`src/sv/gbc_pkg.sv`:
```
`timescale 1ns / 1ps
// Shared widths, codes and reset values of the gyro bias calibrator.
// No dependencies; used by the channel interfaces, the core and its checker.
package gbc_pkg;

  localparam int SAMPLE_BITS     = 16;
  localparam int MAX_SAMPLES_DEF = 4096;
  localparam int NUM_AX          = 3;

  localparam int CMD_W      = 2;
  localparam int STAT_W     = 2;
  localparam int CFG_IDX_W  = 2;
  localparam int CFG_DATA_W = 36;
  localparam int WIN_W      = 16;
  localparam int MIN_W      = 13;
  localparam int THR_W      = 36;

  localparam logic [CMD_W-1:0] CMD_SAMPLE  = 2'd0;
  localparam logic [CMD_W-1:0] CMD_TICK    = 2'd1;
  localparam logic [CMD_W-1:0] CMD_RESTART = 2'd2;

  localparam logic [STAT_W-1:0] STAT_NONE        = 2'd0;
  localparam logic [STAT_W-1:0] STAT_CALIBRATING = 2'd1;
  localparam logic [STAT_W-1:0] STAT_CALIBRATED  = 2'd2;
  localparam logic [STAT_W-1:0] STAT_FAILED      = 2'd3;

  localparam logic [CFG_IDX_W-1:0] CFG_WINDOW_TICKS = 2'd0;
  localparam logic [CFG_IDX_W-1:0] CFG_MIN_SAMPLES  = 2'd1;
  localparam logic [CFG_IDX_W-1:0] CFG_NOISE_THR    = 2'd2;

  localparam logic [WIN_W-1:0] WINDOW_TICKS_RST = 16'd500;
  localparam logic [MIN_W-1:0] MIN_SAMPLES_RST  = 13'd25;
  localparam logic [THR_W-1:0] NOISE_THR_RST    = 36'd41943;

endpackage

```
`src/sv/gbc_if.sv`:
```
`timescale 1ns / 1ps
// Valid/ready channel interfaces: gyro input, corrected output, register writes.
// Depends on gbc_pkg.
interface gbc_in_if;
  import gbc_pkg::*;
  logic                          valid;
  logic                          ready;
  logic [CMD_W-1:0]              cmd;
  logic signed [SAMPLE_BITS-1:0] gyro_x;
  logic signed [SAMPLE_BITS-1:0] gyro_y;
  logic signed [SAMPLE_BITS-1:0] gyro_z;
  modport source (output valid, cmd, gyro_x, gyro_y, gyro_z, input ready);
  modport sink   (input valid, cmd, gyro_x, gyro_y, gyro_z, output ready);
endinterface

interface gbc_out_if;
  import gbc_pkg::*;
  logic                          valid;
  logic                          ready;
  logic signed [SAMPLE_BITS-1:0] corr_x;
  logic signed [SAMPLE_BITS-1:0] corr_y;
  logic signed [SAMPLE_BITS-1:0] corr_z;
  logic [STAT_W-1:0]             cal_status;
  modport source (output valid, corr_x, corr_y, corr_z, cal_status, input ready);
  modport sink   (input valid, corr_x, corr_y, corr_z, cal_status, output ready);
endinterface

interface gbc_cfg_if;
  import gbc_pkg::*;
  logic                  valid;
  logic                  ready;
  logic [CFG_IDX_W-1:0]  index;
  logic [CFG_DATA_W-1:0] data;
  modport source (output valid, index, data, input ready);
  modport sink   (input valid, index, data, output ready);
endinterface

```
`src/sv/gyro_bias_calibrator_core.sv`:
```
`timescale 1ns / 1ps
// Gyro bias calibrator: windowed mean, noise gate, bias subtraction.
// Depends on gbc_pkg and the channel interfaces in gbc_if.sv.
//
//  channel   dir  payload                               beat
//  in_bus    in   cmd, gyro_x/y/z                       one command
//  out_bus   out  corr_x/y/z, cal_status                one corrected sample
//  cfg_bus   in   index, data                           one register write
//
// A tick, restart or unused beat ends at decode, a sample that only passes through at emit;
// a gated sample squares three deviations on one 16x16 multiplier, sums, then checks them.
// A window close runs one restoring divider, one bit a cycle, over three axes,
// each axis sum divided by the sample count, SUM_W = 16 + clog2(MAX_SAMPLES) quotient bits.
// rst_n is synchronous. A waiting output beat only stalls the next one that emits.
module gyro_bias_calibrator_core #(
  parameter int MAX_SAMPLES = gbc_pkg::MAX_SAMPLES_DEF
) (
  input  logic             clk,
  input  logic             rst_n,
  gbc_in_if.sink           in_bus,
  gbc_out_if.source        out_bus,
  gbc_cfg_if.sink          cfg_bus
);
  import gbc_pkg::*;

  localparam int SB      = SAMPLE_BITS;
  localparam int CNT_W   = $clog2(MAX_SAMPLES + 1);
  localparam int SUM_W   = SB + $clog2(MAX_SAMPLES);
  localparam int CMP_W   = (CNT_W > MIN_W) ? CNT_W : MIN_W;
  localparam int PROD_W  = 2 * SB;
  localparam int ACC_W   = PROD_W + 2;
  localparam int STEP_W  = $clog2(SUM_W);
  localparam int AX_W    = $clog2(NUM_AX);
  localparam logic [AX_W-1:0]   AX_LAST  = AX_W'(NUM_AX - 1);
  localparam logic [CNT_W-1:0]  CNT_FULL = CNT_W'(MAX_SAMPLES);
  localparam logic [STEP_W-1:0] STEP_TOP = STEP_W'(SUM_W - 1);

  typedef enum logic [3:0] {
    S_IDLE, S_DECODE, S_SQ_MUL, S_SQ_ACC, S_SQ_CHK,
    S_DIV_INIT, S_DIV_STEP, S_DIV_END, S_EMIT
  } state_t;

  state_t                 state_r;
  logic [CMD_W-1:0]       cmd_r;
  logic signed [SB-1:0]   smp_r   [NUM_AX];
  logic signed [SB-1:0]   bias_r  [NUM_AX];
  logic signed [SUM_W-1:0] sum_r  [NUM_AX];
  logic [CNT_W-1:0]       count_r;
  logic [WIN_W-1:0]       elapsed_r;
  logic                   win_active_r;
  logic                   cont_r;
  logic [STAT_W-1:0]      status_r;
  logic [AX_W-1:0]        ax_r;
  logic [PROD_W-1:0]      prod_r;
  logic [ACC_W-1:0]       acc_r;
  logic [SUM_W-1:0]       div_q_r;
  logic [CNT_W-1:0]       div_rem_r;
  logic [STEP_W-1:0]      div_step_r;
  logic                   div_neg_r;
  logic                   out_valid_r;
  logic signed [SB-1:0]   corr_r  [NUM_AX];
  logic [STAT_W-1:0]      out_status_r;

  logic [WIN_W-1:0]       window_ticks_r;
  logic [MIN_W-1:0]       min_samples_r;
  logic [THR_W-1:0]       noise_thr_r;

  logic signed [SB-1:0]   sel_smp, sel_bias;
  logic signed [SB:0]     dev;
  logic [SB:0]            dev_abs;
  logic [PROD_W-1:0]      sq;
  logic signed [SUM_W-1:0] sel_sum;
  logic [SUM_W-1:0]       sum_mag;
  logic [SUM_W-1:0]       dvd_init;
  logic [CNT_W:0]         rem_sh;
  logic [CNT_W+1:0]       trial;
  logic                   take;
  logic [SB:0]            quot, bias_new;
  logic                   expired, count_ok, count_room, noisy;

  function automatic logic signed [SB-1:0] sat_sub(input logic signed [SB-1:0] a,
                                                    input logic signed [SB-1:0] b);
    logic signed [SB:0] d;
    d = {a[SB-1], a} - {b[SB-1], b};
    if (d[SB] != d[SB-1]) begin
      sat_sub = d[SB] ? {1'b1, {(SB-1){1'b0}}} : {1'b0, {(SB-1){1'b1}}};
    end else begin
      sat_sub = d[SB-1:0];
    end
  endfunction

  // shared datapath, one axis at a time, selected by ax_r
  assign sel_smp  = smp_r[ax_r];
  assign sel_bias = bias_r[ax_r];
  assign dev      = {sel_smp[SB-1], sel_smp} - {sel_bias[SB-1], sel_bias};
  assign dev_abs  = dev[SB] ? (~dev + 1'b1) : dev;
  // |dev| < 2^SB, so the huge-deviation case of the gate never arises here
  assign sq       = dev_abs[SB-1:0] * dev_abs[SB-1:0];
  assign noisy    = THR_W'(acc_r) > noise_thr_r;

  assign sel_sum  = sum_r[ax_r];
  assign sum_mag  = sel_sum[SUM_W-1] ? (~sel_sum + 1'b1) : sel_sum;
  assign dvd_init = sum_mag + SUM_W'(count_r >> 1);
  assign rem_sh   = {div_rem_r, div_q_r[SUM_W-1]};
  assign trial    = {1'b0, rem_sh} - {2'b00, count_r};
  assign take     = !trial[CNT_W+1];
  assign quot     = div_q_r[SB:0];
  assign bias_new = div_neg_r ? (~quot + 1'b1) : quot;

  assign expired    = elapsed_r > window_ticks_r;
  assign count_ok   = CMP_W'(count_r) > CMP_W'(min_samples_r);
  assign count_room = count_r < CNT_FULL;

  assign in_bus.ready       = (state_r == S_IDLE);
  assign out_bus.valid      = out_valid_r;
  assign out_bus.corr_x     = corr_r[0];
  assign out_bus.corr_y     = corr_r[1];
  assign out_bus.corr_z     = corr_r[2];
  assign out_bus.cal_status = out_status_r;
  assign cfg_bus.ready      = 1'b1;

  always_ff @(posedge clk) begin
    if (!rst_n) begin
      window_ticks_r <= WINDOW_TICKS_RST;
      min_samples_r  <= MIN_SAMPLES_RST;
      noise_thr_r    <= NOISE_THR_RST;
    end else if (cfg_bus.valid) begin
      case (cfg_bus.index)
        CFG_WINDOW_TICKS: window_ticks_r <= cfg_bus.data[WIN_W-1:0];
        CFG_MIN_SAMPLES:  min_samples_r  <= cfg_bus.data[MIN_W-1:0];
        CFG_NOISE_THR:    noise_thr_r    <= cfg_bus.data[THR_W-1:0];
        default: ;
      endcase
    end
  end

  always_ff @(posedge clk) begin
    if (!rst_n) begin
      state_r      <= S_IDLE;
      out_valid_r  <= 1'b0;
      win_active_r <= 1'b0;
      cont_r       <= 1'b0;
      status_r     <= STAT_NONE;
      elapsed_r    <= '0;
      count_r      <= '0;
      for (int i = 0; i < NUM_AX; i++) begin
        sum_r[i]  <= '0;
        bias_r[i] <= '0;
      end
    end else begin
      // in S_EMIT the emit arm owns out_valid_r
      if (out_valid_r && out_bus.ready && state_r != S_EMIT) begin
        out_valid_r <= 1'b0;
      end
      case (state_r)
        S_IDLE: begin
          if (in_bus.valid) begin
            cmd_r    <= in_bus.cmd;
            smp_r[0] <= in_bus.gyro_x;
            smp_r[1] <= in_bus.gyro_y;
            smp_r[2] <= in_bus.gyro_z;
            state_r  <= S_DECODE;
          end
        end
        S_DECODE: begin
          state_r <= S_IDLE;
          ax_r    <= '0;
          acc_r   <= '0;
          case (cmd_r)
            CMD_RESTART: begin
              for (int i = 0; i < NUM_AX; i++) begin
                sum_r[i]  <= '0;
                bias_r[i] <= '0;
              end
              count_r      <= '0;
              elapsed_r    <= '0;
              cont_r       <= 1'b0;
              status_r     <= STAT_NONE;
              win_active_r <= 1'b1;
            end
            CMD_TICK: begin
              if (win_active_r && elapsed_r != '1) begin
                elapsed_r <= elapsed_r + 1'b1;
              end
            end
            CMD_SAMPLE: begin
              if (!win_active_r) begin
                state_r <= S_EMIT;
              end else if (expired) begin
                if (count_ok) begin
                  state_r <= S_DIV_INIT;
                end else if (!cont_r) begin
                  status_r     <= STAT_FAILED;
                  win_active_r <= 1'b0;
                end else begin
                  for (int i = 0; i < NUM_AX; i++) sum_r[i] <= '0;
                  count_r   <= '0;
                  elapsed_r <= '0;
                  state_r   <= S_EMIT;
                end
              end else if (cont_r) begin
                state_r <= S_SQ_MUL;
              end else begin
                if (count_room) begin
                  for (int i = 0; i < NUM_AX; i++) begin
                    sum_r[i] <= sum_r[i] + SUM_W'(smp_r[i]);
                  end
                  count_r <= count_r + 1'b1;
                end
                status_r <= STAT_CALIBRATING;
              end
            end
            default: ;
          endcase
        end
        S_SQ_MUL: begin
          prod_r  <= sq;
          state_r <= S_SQ_ACC;
        end
        S_SQ_ACC: begin
          acc_r <= acc_r + ACC_W'(prod_r);
          if (ax_r == AX_LAST) begin
            state_r <= S_SQ_CHK;
          end else begin
            ax_r    <= ax_r + 1'b1;
            state_r <= S_SQ_MUL;
          end
        end
        S_SQ_CHK: begin
          if (!noisy && count_room) begin
            for (int i = 0; i < NUM_AX; i++) begin
              sum_r[i] <= sum_r[i] + SUM_W'(smp_r[i]);
            end
            count_r <= count_r + 1'b1;
          end
          state_r <= S_EMIT;
        end
        S_DIV_INIT: begin
          div_q_r    <= dvd_init;
          div_rem_r  <= '0;
          div_neg_r  <= sel_sum[SUM_W-1];
          div_step_r <= STEP_TOP;
          state_r    <= S_DIV_STEP;
        end
        S_DIV_STEP: begin
          div_q_r   <= {div_q_r[SUM_W-2:0], take};
          div_rem_r <= take ? trial[CNT_W-1:0] : rem_sh[CNT_W-1:0];
          if (div_step_r == '0) begin
            state_r <= S_DIV_END;
          end else begin
            div_step_r <= div_step_r - 1'b1;
          end
        end
        S_DIV_END: begin
          bias_r[ax_r] <= bias_new[SB-1:0];
          if (ax_r == AX_LAST) begin
            for (int i = 0; i < NUM_AX; i++) sum_r[i] <= '0;
            count_r   <= '0;
            elapsed_r <= '0;
            status_r  <= STAT_CALIBRATED;
            cont_r    <= 1'b1;
            state_r   <= S_EMIT;
          end else begin
            ax_r    <= ax_r + 1'b1;
            state_r <= S_DIV_INIT;
          end
        end
        S_EMIT: begin
          if (!out_valid_r || out_bus.ready) begin
            for (int i = 0; i < NUM_AX; i++) begin
              corr_r[i] <= sat_sub(smp_r[i], bias_r[i]);
            end
            out_status_r <= status_r;
            out_valid_r  <= 1'b1;
            state_r      <= S_IDLE;
          end
        end
        default: state_r <= S_IDLE;
      endcase
    end
  end

endmodule

```
`src/flat_wrapper.sv`:
```
// flat-port wrapper written by rule: the top's interface ports become plain ports
module gyro_bias_calibrator_core_flat import gbc_pkg::*;
#(
  parameter int MAX_SAMPLES = gbc_pkg::MAX_SAMPLES_DEF
)
  (clk, rst_n, in_bus_valid, in_bus_cmd, in_bus_gyro_x, in_bus_gyro_y, in_bus_gyro_z, in_bus_ready, out_bus_valid, out_bus_corr_x, out_bus_corr_y, out_bus_corr_z, out_bus_cal_status, out_bus_ready, cfg_bus_valid, cfg_bus_index, cfg_bus_data, cfg_bus_ready);
  gbc_in_if in_bus_i ();
  gbc_out_if out_bus_i ();
  gbc_cfg_if cfg_bus_i ();
  input  logic clk;
  input  logic rst_n;
  input wire logic [$bits(in_bus_i.valid)-1:0] in_bus_valid;
  input wire logic [$bits(in_bus_i.cmd)-1:0] in_bus_cmd;
  input wire logic [$bits(in_bus_i.gyro_x)-1:0] in_bus_gyro_x;
  input wire logic [$bits(in_bus_i.gyro_y)-1:0] in_bus_gyro_y;
  input wire logic [$bits(in_bus_i.gyro_z)-1:0] in_bus_gyro_z;
  output wire logic [$bits(in_bus_i.ready)-1:0] in_bus_ready;
  output wire logic [$bits(out_bus_i.valid)-1:0] out_bus_valid;
  output wire logic [$bits(out_bus_i.corr_x)-1:0] out_bus_corr_x;
  output wire logic [$bits(out_bus_i.corr_y)-1:0] out_bus_corr_y;
  output wire logic [$bits(out_bus_i.corr_z)-1:0] out_bus_corr_z;
  output wire logic [$bits(out_bus_i.cal_status)-1:0] out_bus_cal_status;
  input wire logic [$bits(out_bus_i.ready)-1:0] out_bus_ready;
  input wire logic [$bits(cfg_bus_i.valid)-1:0] cfg_bus_valid;
  input wire logic [$bits(cfg_bus_i.index)-1:0] cfg_bus_index;
  input wire logic [$bits(cfg_bus_i.data)-1:0] cfg_bus_data;
  output wire logic [$bits(cfg_bus_i.ready)-1:0] cfg_bus_ready;
  assign in_bus_i.valid = in_bus_valid;
  assign in_bus_i.cmd = in_bus_cmd;
  assign in_bus_i.gyro_x = in_bus_gyro_x;
  assign in_bus_i.gyro_y = in_bus_gyro_y;
  assign in_bus_i.gyro_z = in_bus_gyro_z;
  assign in_bus_ready = in_bus_i.ready;
  assign out_bus_valid = out_bus_i.valid;
  assign out_bus_corr_x = out_bus_i.corr_x;
  assign out_bus_corr_y = out_bus_i.corr_y;
  assign out_bus_corr_z = out_bus_i.corr_z;
  assign out_bus_cal_status = out_bus_i.cal_status;
  assign out_bus_i.ready = out_bus_ready;
  assign cfg_bus_i.valid = cfg_bus_valid;
  assign cfg_bus_i.index = cfg_bus_index;
  assign cfg_bus_i.data = cfg_bus_data;
  assign cfg_bus_ready = cfg_bus_i.ready;
  gyro_bias_calibrator_core #(.MAX_SAMPLES(MAX_SAMPLES)) u_core (.clk(clk), .rst_n(rst_n), .in_bus(in_bus_i), .out_bus(out_bus_i), .cfg_bus(cfg_bus_i));
endmodule
```
`config.mk`:
```
export PLATFORM = sky130hd
export DESIGN_NAME = gyro_bias_calibrator_core_flat
export DESIGN_NICKNAME = d
export VERILOG_FILES = /design/src/sv/gbc_pkg.sv /design/src/sv/gbc_if.sv /design/src/sv/gyro_bias_calibrator_core.sv /design/src/flat_wrapper.sv
export SDC_FILE = /design/constraint.sdc
export NUM_CORES = 2
export LEC_CHECK = 0
export BUFFER_PORTS_ARGS = -buffer_cell sky130_fd_sc_hd__buf_2
export CAP_MARGIN = 20
export CORE_UTILIZATION = 58
export CTS_CLUSTER_DIAMETER = 50
export DETAILED_ROUTE_END_ITERATION = 10
export PLACE_DENSITY = 0.84
export SLEW_MARGIN = 25
export SYNTH_ARGS = -nofsm -noshare
export SYNTH_HDL_FRONTEND = slang
export SYNTH_SLANG_ARGS = --single-unit
```
`constraint.sdc`:
```
create_clock -name clk -period 10.9 [get_ports clk]
set_input_delay 1.635 -clock clk [delete_from_list [all_inputs] [get_ports clk]]
set_output_delay 1.635 -clock clk [all_outputs]
set_load 0.05 [all_outputs]
```
==> flow_summary.ini <==
[logic_synthesis]
yosysWarnings = 0
ys_seq_area_share_pct = 33.8
async_flop_share_pct = 0
yosys.area_share.simple_pct = 14.6
synth_fa_ha_area_share_pct = 21.7
synth_ff_type = edfxtp_1
netlist_area_um2 = 38400
synth_compound_area_share_pct = 14.7
synthMuxAreaShare_pct = 3.15
synthCells = 4049
synth_cell_types = 101
syn_nets = 4692
synth_top_family_by_area = adder cells
synth_xor_area_share_pct = 6.13
synth-edff-count = 362
avgSynthCellArea_um2 = 9.48
ys_ff_latch = 467

[drt]
drt_iter0_drc = 3356
ant_nets = 0
vias_per_cell = 6.07
vias = 31000
postRouteWirelength_um = 102000
dr.pass1.iters = 7
drc = 0
wl_per_cell_um = 19.9

[grt]
grt_pass1_vias = 30300
grt_pass1_wl_um = 160000
overflow = 0
grt_max_degree = 75
antenna_found_initial = 0
grt_util_all_layers_pct = 30.1

[clock_network]
cts_tree = done
numCtsBuffers = 69
cts.sinks = 467
clock-root-buffer = clkbuf_16
h-tree-depth = 3
post_cts_resized = 0
clk_latency_ns = 0.65
path_clk_slew_ns = 0.06
ctsHoldBuffers = 0
post-cts-setup-buffer-count = 0
clk_path_buf_depth = 3

[layout]
nets = 4834
multi_input_area_um2 = 23200
final_cell_mix = inv_1 (475), nor2_1 (403), ha_1 (377)
fillers = 5034
regArea_um2 = 13000
area_growth_pct = 10.5
antenna_cells = 0
stdcell_area_um2 = 42400
drive_gt1_share_pct = 9.63
final_common_cell = inv_1

[critical_path]
r2r-end = u_core.prod_r[31]
critPathMaxFanout = 53
required_ns = 11.26
cp-end-kind = register
start_kind = register
criticalPathCategory = reg2reg
cp_common_cell = fa_1
arrival_ns = 10.56
ff2ff_path_depth = 35
cp_slowest_cell = dfxtp_4
max_stage_delay_ns = 0.72
r2r_slack_ns = 0.69

[place]
gp_congestion = 0.997
portBuffers = 144
place_area_um2 = 40100
dp_hpwl_um = 76200

[min_path]
min_from = u_core.status_r[0]
whs_endpoint = u_core.out_bus.cal_status[0]
min_path_type = reg2reg
min_path_cells = 0

[sta]
finalCritPeriodShare_pct = 93.6
finalSetupViolCount = 0
maxSlewViolCount = 0
fmax_ghz = 0.0980
final.min_clock_period_ns = 10.21
timing.slew.headroom_pct = 27.2
hold_violations = 0
setup_tns_ns = 0
rsz0062_at_grt = no
tightest_slew_ns = 1.09
skew_ns = 0.0703

[floorplanning]
dieArea_um2 = 67200
die_h_um = 259
die_w_um = 259
coreArea_um2 = 64900
fp-row-count = 93
initial_utilization_pct = 59.1
io-pin-count = 146

[flow_run]
cap_violations = 0

[outcome]
outcome = completed
==> kinds of logic after synthesis <==
kind of cell | after synthesis
xor+xnor | 263
mux | 87
compound gates | 879
fa+ha+maj | 566
other cells | 1
buf+inv | 594
flops | 467
simple gates | 1192
==> how the worst max path moves through the flow <==
stage | startpoint | endpoint | slack (ns)
after global placement | register | u_core.prod_r[31] | 0.93
after detailed placement | register | u_core.prod_r[31] | 0.73
final | register | u_core.prod_r[31] | 0.69
after global routing | register | u_core.prod_r[30] | 0.002
after floorplan | register | u_core.prod_r[31] | 0.46
after CTS | register | u_core.prod_r[31] | 0.72
==> flip-flops by register name, indices dropped and copies added (netlist names), 28 cells and up, named ones only <==
name,cells
u_core.sum_r,84
u_core.bias_r,64
u_core.corr_r,48
u_core.smp_r,48
u_core.noise_thr_r,36
u_core.acc_r,34
u_core.prod_r,31
u_core.div_q_r,28
==> per-stage QoR <==
step | instances | utilization [%] | hold slack (ns) | setup slack [ns]
floorplan | 4049 | - | 0.408 | 0.456
global placement | 4974 | 61.7 | 0.420 | 0.926
detailed placement | 4975 | 61.7 | 0.427 | 0.727
CTS | 5102 | 65.3 | 0.436 | 0.724
global route | 5102 | 65.3 | 0.443 | 0.00243
finish | 5102 | 65.3 | 0.440 | 0.694
==> synth_stat cells, types with 36 or more instances <==
| library cell | number | area share (%) |
|---|---|---|
| nand2b_1 | 36 | 0.59 |
| nand3_1 | 80 | 1.0 |
| ha_1 | 377 | 12 |
| nor2_1 | 404 | 3.9 |
| xnor2_1 | 153 | 3.5 |
| xor2_1 | 105 | 2.4 |
| fa_1 | 173 | 9.0 |
| mux2i_1 | 37 | 0.96 |
| edfxtp_1 | 362 | 28 |
| o21a_1 | 42 | 0.82 |
| dfxtp_1 | 105 | 5.5 |
| o21ai_0 | 157 | 2.0 |
| a21oi_1 | 290 | 3.8 |
| nand2_1 | 351 | 3.4 |
| clkbuf_1 | 86 | 0.84 |
| a21o_1 | 99 | 1.9 |
| a31oi_1 | 37 | 0.60 |
| and3_1 | 52 | 0.85 |
| nor3_1 | 66 | 0.86 |
| inv_1 | 475 | 4.6 |
==> critical path, delay by kind of cell, from the launching register on <==
family	cells	cell delay [ns]
buffers and inverters	5	0.59
adder cells (fa/ha/maj)	9	4.05
AND/OR/NAND/NOR	10	2.09
AO/OA/AOI/OAI	8	1.83
flip-flops	1	0.72
XOR/XNOR	3	0.62
==> routing by layer <==
metal,wire [um],GRT usage (%)
met1,41700,40.4
met2,45600,47.8
met3,10000,5.99
met4,4240,12.5
met5,0,0
==> layout make-up <==
class / instances / area share [%]
timing repair buffer: 184 / 2.42
sequential: 467 / 30.6
clock buffer: 86 / 4.25
multi-input combinational: 2988 / 54.7
inverter: 481 / 4.26
tap: 855 / 2.52
clock inverter: 41 / 1.23
Power is left out: the tool's default activity adds up to more than one toggle a clock period on the data nets, which glitch-free logic cannot reach.
